### config.mk
export PLATFORM = sky130hd
export DESIGN_NAME = fedt_ctrl
export DESIGN_NICKNAME = d
export VERILOG_FILES = /design/src/hw/rtl/fedt_pkg.sv /design/src/hw/rtl/fedt_ctrl.sv
export SDC_FILE = /design/constraint.sdc
export NUM_CORES = 1
export LEC_CHECK = 0
export BUFFER_PORTS_ARGS = -buffer_cell sky130_fd_sc_hd__buf_2
export CAP_MARGIN = 20
export CORE_ASPECT_RATIO = 0.8
export CORE_UTILIZATION = 57
export CTS_CLUSTER_DIAMETER = 100
export DETAILED_ROUTE_END_ITERATION = 8
export GPL_TIMING_DRIVEN = 0
export PLACE_DENSITY = 0.88
export SLEW_MARGIN = 0
export SYNTH_ARGS = -nofsm -noshare
export SYNTH_HDL_FRONTEND = slang
export SYNTH_SLANG_ARGS = --single-unit
### constraint.sdc
create_clock -name clk -period 3.6 [get_ports clk]
set_input_delay 0.36 -clock clk [delete_from_list [all_inputs] [get_ports clk]]
set_output_delay 0.36 -clock clk [all_outputs]
set_load 0.05 [all_outputs]
### src/hw/rtl/fedt_pkg.sv
package fedt_pkg;

  // Fixed field widths of the request and result items.
  localparam int POINT_W    = 7;
  localparam int NUM_W      = 7;
  localparam int STEP_W     = 7;
  localparam int DEG_W      = 2;
  localparam int USED_W     = 64;
  localparam int CMD_W      = 3;
  localparam int IN_DATA_W  = 88;
  localparam int OUT_DATA_W = 16;

  // Defaults for the top-level parameters.
  localparam int DEF_MAX_POINTS = 64;
  localparam int DEF_MAX_DEGREE = 2;

  // Command codes carried in the request.
  typedef enum logic [CMD_W-1:0] {
    CMD_FORCE     = 3'd0,
    CMD_IS_FORCED = 3'd1,
    CMD_FIND      = 3'd2,
    CMD_DEGREE    = 3'd3,
    CMD_UNFORCE   = 3'd4,
    CMD_CLEAR     = 3'd5
  } cmd_t;

  // Source of the point pair that addresses the edge table.
  typedef enum logic [1:0] {
    PAIR_AB  = 2'd0,
    PAIR_AK  = 2'd1,
    PAIR_LOG = 2'd2
  } pair_sel_t;

  // Point whose degree is read or written.
  typedef enum logic [1:0] {
    DEG_A = 2'd0,
    DEG_B = 2'd1,
    DEG_P = 2'd2,
    DEG_Q = 2'd3
  } deg_sel_t;

  // Kind of result to build.
  typedef enum logic [2:0] {
    RES_FAIL = 3'd0,
    RES_OK   = 3'd1,
    RES_EF   = 3'd2,
    RES_FIND = 3'd3,
    RES_DEG  = 3'd4
  } res_sel_t;

  // One edge table entry.
  typedef struct packed {
    logic              valid;
    logic [STEP_W-1:0] tag;
  } tbl_ent_t;

  // One edge log entry.
  typedef struct packed {
    logic [POINT_W-1:0] lo;
    logic [POINT_W-1:0] hi;
  } log_ent_t;

  // Commands from the controller to the datapath.
  typedef struct packed {
    logic      load;
    pair_sel_t pair_sel;
    deg_sel_t  deg_sel;
    logic      hold_a;
    logic      tbl_set;
    logic      tbl_clr;
    logic      deg_inc;
    logic      deg_dec;
    logic      log_push;
    logic      log_keep;
    logic      idx_next;
    logic      unf_start;
    logic      unf_end;
    logic      find_start;
    logic      find_issue;
    logic      sweep_start;
    logic      sweep_step;
    logic      pend_load;
    res_sel_t  pend_sel;
    logic      out_load;
  } ctl_t;

  // Status from the datapath to the controller.
  typedef struct packed {
    logic [CMD_W-1:0] cmd;
    logic             pair_ok;
    logic             a_ok;
    logic             tbl_hit;
    logic             tag_hit;
    logic             deg_room;
    logic             a_room;
    logic             log_room;
    logic             unf_more;
    logic             find_last;
    logic             sweep_last;
    logic             out_busy;
  } sts_t;

endpackage

### src/hw/rtl/fedt_ctrl.sv
module fedt_ctrl (
  input  logic           clk,
  input  logic           rst_n,
  input  logic           in_valid,
  output logic           in_ready,
  input  logic           cfg_fire,
  input  fedt_pkg::sts_t sts,
  output fedt_pkg::ctl_t ctl
);

  typedef enum logic [24:0] {
    ST_SWEEP_BOOT = 25'h0000001,
    ST_SWEEP_CMD  = 25'h0000002,
    ST_IDLE       = 25'h0000004,
    ST_DEC        = 25'h0000008,
    ST_F1         = 25'h0000010,
    ST_F2         = 25'h0000020,
    ST_F3         = 25'h0000040,
    ST_F4         = 25'h0000080,
    ST_F5         = 25'h0000100,
    ST_Q1         = 25'h0000200,
    ST_Q2         = 25'h0000400,
    ST_Q3         = 25'h0000800,
    ST_D1         = 25'h0001000,
    ST_D2         = 25'h0002000,
    ST_NI         = 25'h0004000,
    ST_ND1        = 25'h0008000,
    ST_ND2        = 25'h0010000,
    ST_ND3        = 25'h0020000,
    ST_U1         = 25'h0040000,
    ST_U2         = 25'h0080000,
    ST_U3         = 25'h0100000,
    ST_U4         = 25'h0200000,
    ST_U5         = 25'h0400000,
    ST_U6         = 25'h0800000,
    ST_RESP       = 25'h1000000
  } state_t;

  state_t state_r, state_nxt;

  always_ff @(posedge clk) begin
    if (!rst_n) begin
      state_r <= ST_SWEEP_BOOT;
    end else begin
      state_r <= state_nxt;
    end
  end

  // Sequencing of each command.
  always_comb begin
    state_nxt    = state_r;
    ctl          = '0;
    ctl.pair_sel = fedt_pkg::PAIR_AB;
    ctl.deg_sel  = fedt_pkg::DEG_A;
    ctl.pend_sel = fedt_pkg::RES_FAIL;
    in_ready     = 1'b0;
    case (state_r)
      ST_SWEEP_BOOT: begin
        ctl.sweep_step = 1'b1;
        if (sts.sweep_last) begin
          state_nxt = ST_IDLE;
        end
      end
      ST_SWEEP_CMD: begin
        ctl.sweep_step = 1'b1;
        if (sts.sweep_last) begin
          ctl.pend_load = 1'b1;
          ctl.pend_sel  = fedt_pkg::RES_OK;
          state_nxt     = ST_RESP;
        end
      end
      ST_IDLE: begin
        in_ready = 1'b1;
        if (in_valid) begin
          ctl.load  = 1'b1;
          state_nxt = ST_DEC;
        end
      end
      ST_DEC: begin
        ctl.pend_load = 1'b1;
        state_nxt     = ST_RESP;
        case (sts.cmd)
          fedt_pkg::CMD_FORCE: begin
            if (sts.pair_ok) begin
              ctl.pend_load = 1'b0;
              state_nxt     = ST_F1;
            end
          end
          fedt_pkg::CMD_IS_FORCED: begin
            if (sts.pair_ok) begin
              ctl.pend_load = 1'b0;
              state_nxt     = ST_Q1;
            end
          end
          fedt_pkg::CMD_FIND: begin
            if (sts.a_ok) begin
              ctl.pend_load  = 1'b0;
              ctl.find_start = 1'b1;
              state_nxt      = ST_NI;
            end
          end
          fedt_pkg::CMD_DEGREE: begin
            if (sts.a_ok) begin
              ctl.pend_load = 1'b0;
              state_nxt     = ST_D1;
            end
          end
          fedt_pkg::CMD_UNFORCE: begin
            ctl.pend_load = 1'b0;
            ctl.unf_start = 1'b1;
            state_nxt     = ST_U1;
          end
          fedt_pkg::CMD_CLEAR: begin
            ctl.pend_load   = 1'b0;
            ctl.sweep_start = 1'b1;
            state_nxt       = ST_SWEEP_CMD;
          end
          default: begin
            state_nxt = ST_RESP;
          end
        endcase
      end
      // Force: read both degrees and the entry, then commit if the edge is new and there is room.
      ST_F1: state_nxt = ST_F2;
      ST_F2: begin
        ctl.deg_sel = fedt_pkg::DEG_B;
        ctl.hold_a  = 1'b1;
        state_nxt   = ST_F3;
      end
      ST_F3: begin
        ctl.deg_sel   = fedt_pkg::DEG_B;
        ctl.pend_load = 1'b1;
        state_nxt     = ST_RESP;
        if (sts.tbl_hit) begin
          ctl.pend_sel = fedt_pkg::RES_OK;
        end else if (sts.a_room && sts.deg_room && sts.log_room) begin
          ctl.pend_load = 1'b0;
          ctl.tbl_set   = 1'b1;
          ctl.deg_inc   = 1'b1;
          ctl.log_push  = 1'b1;
          state_nxt     = ST_F4;
        end
      end
      ST_F4: state_nxt = ST_F5;
      ST_F5: begin
        ctl.deg_inc   = 1'b1;
        ctl.pend_load = 1'b1;
        ctl.pend_sel  = fedt_pkg::RES_OK;
        state_nxt     = ST_RESP;
      end
      // Edge query.
      ST_Q1: state_nxt = ST_Q2;
      ST_Q2: state_nxt = ST_Q3;
      ST_Q3: begin
        ctl.pend_load = 1'b1;
        ctl.pend_sel  = fedt_pkg::RES_EF;
        state_nxt     = ST_RESP;
      end
      // Degree read.
      ST_D1: state_nxt = ST_D2;
      ST_D2: begin
        ctl.pend_load = 1'b1;
        ctl.pend_sel  = fedt_pkg::RES_DEG;
        state_nxt     = ST_RESP;
      end
      // Neighbor search: one point per cycle, then drain the pipeline.
      ST_NI: begin
        ctl.pair_sel   = fedt_pkg::PAIR_AK;
        ctl.find_issue = 1'b1;
        if (sts.find_last) begin
          state_nxt = ST_ND1;
        end
      end
      ST_ND1: state_nxt = ST_ND2;
      ST_ND2: state_nxt = ST_ND3;
      ST_ND3: begin
        ctl.pend_load = 1'b1;
        ctl.pend_sel  = fedt_pkg::RES_FIND;
        state_nxt     = ST_RESP;
      end
      // Unforce: walk the log, free matching edges, compact the rest.
      ST_U1: begin
        if (sts.unf_more) begin
          state_nxt = ST_U2;
        end else begin
          ctl.unf_end   = 1'b1;
          ctl.pend_load = 1'b1;
          ctl.pend_sel  = fedt_pkg::RES_OK;
          state_nxt     = ST_RESP;
        end
      end
      ST_U2: begin
        ctl.pair_sel = fedt_pkg::PAIR_LOG;
        ctl.deg_sel  = fedt_pkg::DEG_P;
        state_nxt    = ST_U3;
      end
      ST_U3: begin
        ctl.pair_sel = fedt_pkg::PAIR_LOG;
        ctl.deg_sel  = fedt_pkg::DEG_P;
        state_nxt    = ST_U4;
      end
      ST_U4: begin
        ctl.pair_sel = fedt_pkg::PAIR_LOG;
        ctl.deg_sel  = fedt_pkg::DEG_P;
        if (sts.tbl_hit && sts.tag_hit) begin
          ctl.tbl_clr = 1'b1;
          ctl.deg_dec = 1'b1;
          state_nxt   = ST_U5;
        end else begin
          ctl.log_keep = 1'b1;
          ctl.idx_next = 1'b1;
          state_nxt    = ST_U1;
        end
      end
      ST_U5: begin
        ctl.pair_sel = fedt_pkg::PAIR_LOG;
        ctl.deg_sel  = fedt_pkg::DEG_Q;
        state_nxt    = ST_U6;
      end
      ST_U6: begin
        ctl.pair_sel = fedt_pkg::PAIR_LOG;
        ctl.deg_sel  = fedt_pkg::DEG_Q;
        ctl.deg_dec  = 1'b1;
        ctl.idx_next = 1'b1;
        state_nxt    = ST_U1;
      end
      ST_RESP: begin
        if (!sts.out_busy) begin
          ctl.out_load = 1'b1;
          state_nxt    = ST_IDLE;
        end
      end
      default: state_nxt = ST_SWEEP_BOOT;
    endcase
    // A point count write restarts the clearing pass and takes no request that cycle.
    if (cfg_fire) begin
      in_ready        = 1'b0;
      ctl.load        = 1'b0;
      ctl.sweep_start = 1'b1;
      ctl.sweep_step  = 1'b0;
      state_nxt       = ST_SWEEP_BOOT;
    end
  end

endmodule

==> results.yml, run 1 <==
critical_path:
  r2r_setup_slack_ps: 760
  critPathCaptureType: "output pin"
  cp_top_family: "simple AND/OR/NAND/NOR gates"
  crit_fanout: 8
  worstSetupPathType: "reg -> out"
  cp-start-kind: "flip-flop"
  cpPeakStageDelay_ps: 490
  cp.required_ps: 3240
  crit_chain: "buf_2, nor3_2, nand2_1, or3_1, or3_1, a21oi_1, buf_2"
  path_buf_inv: 2
  path_depth: 7
  slowest_stage: "or3_1"
  arrival_ps: 2870
  reg2regPathDepth: 8
power:
  p_leak_nw: 0.896
  ir_drop_uv: 206
  power_density_mw_per_mm2: 262
floorplanning:
  start_util: 0.604
  rows: 17
  die_y_um: 50.6
  io_pins: 43
  coreArea_mm2: 0.00279
  die_area_mm2: 0.00318
  dieWidth_um: 62.8
place:
  port_buffers: 42
  hpwl_mm: 3.68
  gp_congestion: 0.933
  pre_cts_slack_ps: 688
clocking:
  cts_tree: "built"
  cts.sink_count: 25
  cts_resized: 0
  cts-root-buf: "clkbuf_8"
  ctsHtreeMaxLevel: 1
  postCtsHoldBufs: 0
  post-cts-setup-buffers: 0
  clock_path_buffers: 2
  clock_latency_ps: 280
  path_clk_slew_ps: 90
  numCtsBuffers: 3
detailed_routing:
  antenna_left: 0
  firstDrtPassIters: 5
  wl_per_cell_um: 15.9
  vias: 1837
  drc: 0
  vias_per_cell: 6.21
  totalWireLength_mm: 4.70
  drt_iter0_drc: 211
global_routing:
  grt_usage: 0.308
  grt_pass1_wl_mm: 7.54
  grt_overflow: 0
  grt_max_degree: 15
  grt_pass1_vias: 1604
  antenna_found_initial: 0
hold_path:
  hold_class: "in -> reg"
  hold_path_depth: 2
cells_and_area:
  top_regs: "state_r (25)"
  final_nets: 277
  num_antenna_cells: 0
  regMostFlops: "state_r"
  n_fill_cell: 239
  drive_gt1_frac: 0.252
  syn2layout_area_growth_pct: 18.1
  largest_reg_flops: 25
synth:
  ys_async_sr_fraction: 0
  synth_edf_count: 0
  synthesis.nets: 230
  synth.avg_cell_area_um2: 7.94
  synthCells: 212
  synthesis.area_mm2: 0.00168
  ys_seq_area_frac: 0.297
  ys.flop_type: "dfxtp_1"
  yosysWarnings: 0
  ys_ff_latch: 25
  synth_cell_type_count: 48
flow_run:
  drv_cap: 0
sta:
  relSlewSlack: 0.294
  setup_viol: 0
  setup-tns-final_ps: 0
  finClkSkew_ps: 6.38
  final.period_utilization: 0.898
  finalMaxSlewViolations: 0
  rsz0062_at_grt: "no"
  hold_violations: 0
  worst_pin_slew_ps: 1060
  finalCriticalPeriod_ps: 3230
  setup_ws_ps: 367
  clock.fmax_mhz: 309
status:
  outcome: "finished clean"
cells by family (layout without fill, tap and decap cells):
logic type / after synthesis / in the layout / share of synthesized area
buf+inv: 16 / 62 / 0.0506
xor+xnor: 8 / 8 / 0.0416
flops: 25 / 25 / 0.297
compound gates: 28 / 28 / 0.118
simple gates: 135 / 135 / 0.492
metrics by stage:
stage	power, mW	area, um^2	instances	utilization	hold WS (ps)
2_1_floorplan	0.329	1680	212	-	439
3_3_place_gp	0.353	1940	292	0.696	512
3_5_place_dp	0.354	1940	292	0.696	530
4_1_cts	0.518	1990	296	0.713	294
5_1_grt	0.535	1990	296	0.713	298
6_report	0.521	1990	296	0.713	298
synthesized netlist by cell type, types with 2 or more instances:
master,count,area (um^2)
o21ai_0,5,25.0
nor4b_1,7,61.3
buf_6,2,22.5
and3_1,8,50.1
a21o_1,3,22.5
nand4b_1,7,61.3
nand3_1,7,35.0
dfxtp_1,25,500
nor2_1,25,93.8
buf_2,5,25.0
a21oi_1,7,35.0
xor2_1,3,26.3
nand2b_1,6,37.5
nor3_2,2,20.0
nand3b_1,6,45.0
xnor2_1,5,43.8
or4_1,3,22.5
nand2_1,14,52.6
or4b_2,2,20.0
or4_4,2,22.5
and4_1,2,17.5
clkbuf_1,2,7.51
inv_1,5,18.8
nor3_1,15,75.1
nor2b_1,3,18.8
or3_1,9,56.3
nor4_2,2,25.0
nor4_1,10,62.6
metal layers:
layer  part of all wire  track usage  vias to the layer above  wire length (um)
met2               0.44        0.475                      106              2090
met5                  0            0                        -                 0
li1                   -            -                      891                 -
met3               0.11       0.0727                        5               506
met4             0.0062       0.0736                        0                29
met1               0.44        0.430                      835              2070
cells in the final DEF, fill, tap and decap left out, types with 5 or more instances in the layout:
| cell type | n |
|---|---|
| buf_2 | 47 |
| nor2_1 | 25 |
| dfxtp_1 | 25 |
| nor3_1 | 15 |
| nand2_1 | 14 |
| nor4_1 | 10 |
| or3_1 | 9 |
| and3_1 | 8 |
| nand3_1 | 7 |
| nand4b_1 | 7 |
| nor4b_1 | 7 |
| a21oi_1 | 7 |
| nand3b_1 | 6 |
| nand2b_1 | 6 |
| inv_1 | 5 |
| xnor2_1 | 5 |
| o21ai_0 | 5 |
where the power goes:
part           internal, mW  total [mW]  switching (mW)
clock                0.0777       0.172          0.0941
sequential            0.278       0.281         0.00299
combinational        0.0257      0.0682          0.0425
total                 0.381       0.521           0.140
final timing paths:
kind                     from     endpoint
hold / removal        sts[11]   state_r[4]
setup reg to reg  state_r[10]   state_r[5]
setup / recovery   state_r[6]      ctl[11]
hold reg to reg   state_r[19]  state_r[17]
layout make-up:
class	instances	area (um^2)	share of cell area
Buffer	11	66.3	0.0334
Clock buffer	3	41.3	0.0208
Clock inverter	1	5.00	0.00252
Inverter	5	18.8	0.00945
Multi-Input combinational cell	171	1100	0.552
Sequential cell	25	500	0.252
Tap cell	38	47.5	0.0239
Timing Repair Buffer	42	210	0.106
(Power assumes the default switching activity.)
==> inputs of run 2 (changes only) <==
--- a/config.mk
+++ b/config.mk
@@ -5,14 +5,16 @@
 export SDC_FILE = /design/constraint.sdc
 export NUM_CORES = 1
 export LEC_CHECK = 0
+export ABC_AREA = 1
 export BUFFER_PORTS_ARGS = -buffer_cell sky130_fd_sc_hd__buf_2
 export CAP_MARGIN = 20
 export CORE_ASPECT_RATIO = 0.8
-export CORE_UTILIZATION = 57
+export CORE_UTILIZATION = 61
+export CTS_BUF_LIST = sky130_fd_sc_hd__clkbuf_8
 export CTS_CLUSTER_DIAMETER = 100
 export DETAILED_ROUTE_END_ITERATION = 8
 export GPL_TIMING_DRIVEN = 0
-export PLACE_DENSITY = 0.88
+export PLACE_DENSITY = 0.91
 export SLEW_MARGIN = 0
 export SYNTH_ARGS = -nofsm -noshare
 export SYNTH_HDL_FRONTEND = slang
==> run 2 against run 1 <==
Net effect: non-clock buffer count decreased by 7; cell area is 14% higher; clock power fell by 5%; die area grew 8.5%; clock-buffer cell count unchanged; critical path type unchanged; critical endpoint is now ctl[15].
==> results.yml, run 2 <==
status:
  outcome: "finished clean"
critical_path:
  r2r_setup_slack_ps: 1490
  reg2regPathDepth: 12
  cp-start-kind: "flip-flop"
  worstSetupPathType: "reg -> out"
  crit_fanout: 10
  cp.required_ps: 3240
  critPathCaptureType: "output pin"
  arrival_ps: 2090
  r2r_end: "state_r[2]"
  r2r_start: "state_r[10]"
hold_path:
  hold_path_depth: 2
  hold_start: "sts[13]"
  min_to: "state_r[4]"
  hold_class: "in -> reg"
synth:
  yosysWarnings: 0
  synth_cell_type_count: 26
  ys.flop_type: "dfxtp_1"
  synth.avg_cell_area_um2: 6.32
  ys_seq_area_frac: 0.255
  synthCells: 310
  synth_edf_count: 0
  synth_top_area_share: 0.255
  synth_top_area_cell: "dfxtp_1"
  ys_ff_latch: 25
  synth.area.top_cells: "dfxtp_1 (26%), nor2_1 (13%), nand2_1 (12%), nor2_4 (12%), nand3_1 (7.2%)"
  synthesis.nets: 328
  synthesis.area_mm2: 0.00196
  synth_common_cells: "nor2_1 (69), nand2_1 (64), inv_1 (35)"
  synth_most_common_cell: "nor2_1"
  ys_async_sr_fraction: 0
clocking:
  numCtsBuffers: 3
  ctsHtreeMaxLevel: 1
  path_clk_slew_ps: 90
  cts-root-buf: "clkbuf_8"
  clock_path_buffers: 2
  cts_resized: 0
  postCtsHoldBufs: 0
  clock_latency_ps: 270
  cts.sink_count: 25
  post-cts-setup-buffers: 0
  cts_tree: "built"
detailed_routing:
  antenna_left: 0
  drc: 0
  firstDrtPassIters: 4
  drt_iter0_drc: 104
  vias: 2092
  vias_per_cell: 5.28
  totalWireLength_mm: 5.06
  wl_per_cell_um: 12.8
cells_and_area:
  regArea_um2: 500
  num_antenna_cells: 0
  top_regs: "state_r (25)"
  drive_gt1_frac: 0.292
  n_fill_cell: 263
  regMostFlops: "state_r"
  multi_input_area_mm2: 0.00124
  fin_cells: 396
  final_cell_mix: "nor2_1 (69), nand2_1 (64), buf_2 (42)"
  largest_reg_flops: 25
  syn2layout_area_growth_pct: 15.6
  layout.cells.most_common: "nor2_1"
  final_nets: 375
global_routing:
  grt_pass1_vias: 1869
  antenna_found_initial: 0
  grt_max_degree: 14
  grt_pass1_wl_mm: 8.12
  grt_overflow: 0
  grt_usage: 0.313
place:
  port_buffers: 42
  place_inst: 392
  hpwl_mm: 4.11
  gp_congestion: 0.981
  pre_cts_slack_ps: 1470
sta:
  clock.fmax_mhz: 408
  finalCriticalPeriod_ps: 2450
  hold_violations: 0
  worst_pin_slew_ps: 394
  rsz0062_at_grt: "no"
  setup-tns-final_ps: 0
  finalMaxSlewViolations: 0
  finClkSkew_ps: 4.68
  setup_ws_ps: 1150
  final.period_utilization: 0.680
  setup_viol: 0
  relSlewSlack: 0.737
floorplanning:
  die_y_um: 52.7
  dieWidth_um: 65.4
  coreArea_mm2: 0.00306
  io_pins: 43
  rows: 18
  die_area_mm2: 0.00344
  start_util: 0.640
power:
  power_density_mw_per_mm2: 243
  ir_drop_uv: 230
  p_leak_nw: 1.15
flow_run:
  drv_cap: 0
-- run 2: cell count changes in the layout (fill, tap and decap cells not counted), moves of 9 or more --
| cell | delta |
|---|---|
| inv_1 | +31 |
| inv_2 | +10 |
| nand2_1 | +50 |
| nand3_1 | +21 |
| nor2_1 | +44 |
| nor2_2 | +9 |
| nor2_4 | +21 |
| or3_1 | -9 |
-- run 2: cells by family after synthesis --
group	count (synthesis)	synth area share
AO/OA/AOI/OAI	8	0.0217
buffers and inverters	49	0.110
flip-flops	25	0.255
AND/OR/NAND/NOR	228	0.613
-- run 2: metal layers --
metal,routed length [um],global-route usage,part of all wire
met1,2300,0.397,0.45
met2,2330,0.540,0.46
met3,341,0.0630,0.067
met4,91,0.0797,0.018
met5,0,0,0
-- run 2: area by class of cell --
cell class / instances / area share
Multi-Input combinational cell: 236 / 0.549
Sequential cell: 25 / 0.221
Timing Repair Buffer: 42 / 0.0928
Inverter: 45 / 0.0746
Tap cell: 40 / 0.0221
Buffer: 4 / 0.0204
Clock buffer: 3 / 0.0182
Clock inverter: 1 / 0.00166
-- run 2: how the worst max path moves through the flow --
stage | start | end | slack (ps) | cells past startpoint
2_1_floorplan | state_r[22] | ctl[15] | 950 | 10
3_3_place_gp | state_r[12] | ctl[4] | 1500 | 9
3_5_place_dp | state_r[12] | ctl[4] | 1470 | 9
4_1_cts | state_r[12] | ctl[4] | 1170 | 9
5_1_grt | state_r[23] | ctl[15] | 1020 | 11
6_report | state_r[23] | ctl[15] | 1150 | 11
-- run 2: where the power goes --
part	internal [mW]	switching [mW]
Clock	0.0765	0.0876
Combinational	0.0318	0.0724
Sequential	0.279	0.00225
-- run 2: through the flow --
step | hold WS [ps] | power [mW] | cell area, um^2 | util
CTS | 320 | 0.549 | 2260 | 0.739
global route | 331 | 0.568 | 2260 | 0.739
finish | 324 | 0.549 | 2260 | 0.739
global placement | 498 | 0.388 | 2220 | 0.725
floorplan | 437 | 0.361 | 1960 | -
detailed placement | 509 | 0.390 | 2220 | 0.725
-- run 2: critical path: stages (launching register included) --
cell and delay, ps:
dfxtp_1 370, nor2_4 160, nand2_4 90, nor2_4 140, nand2_4 60, buf_6 160
nor2_4 150, inv_2 50, nor2_1 220, inv_2 100, nand2_1 60, buf_2 250
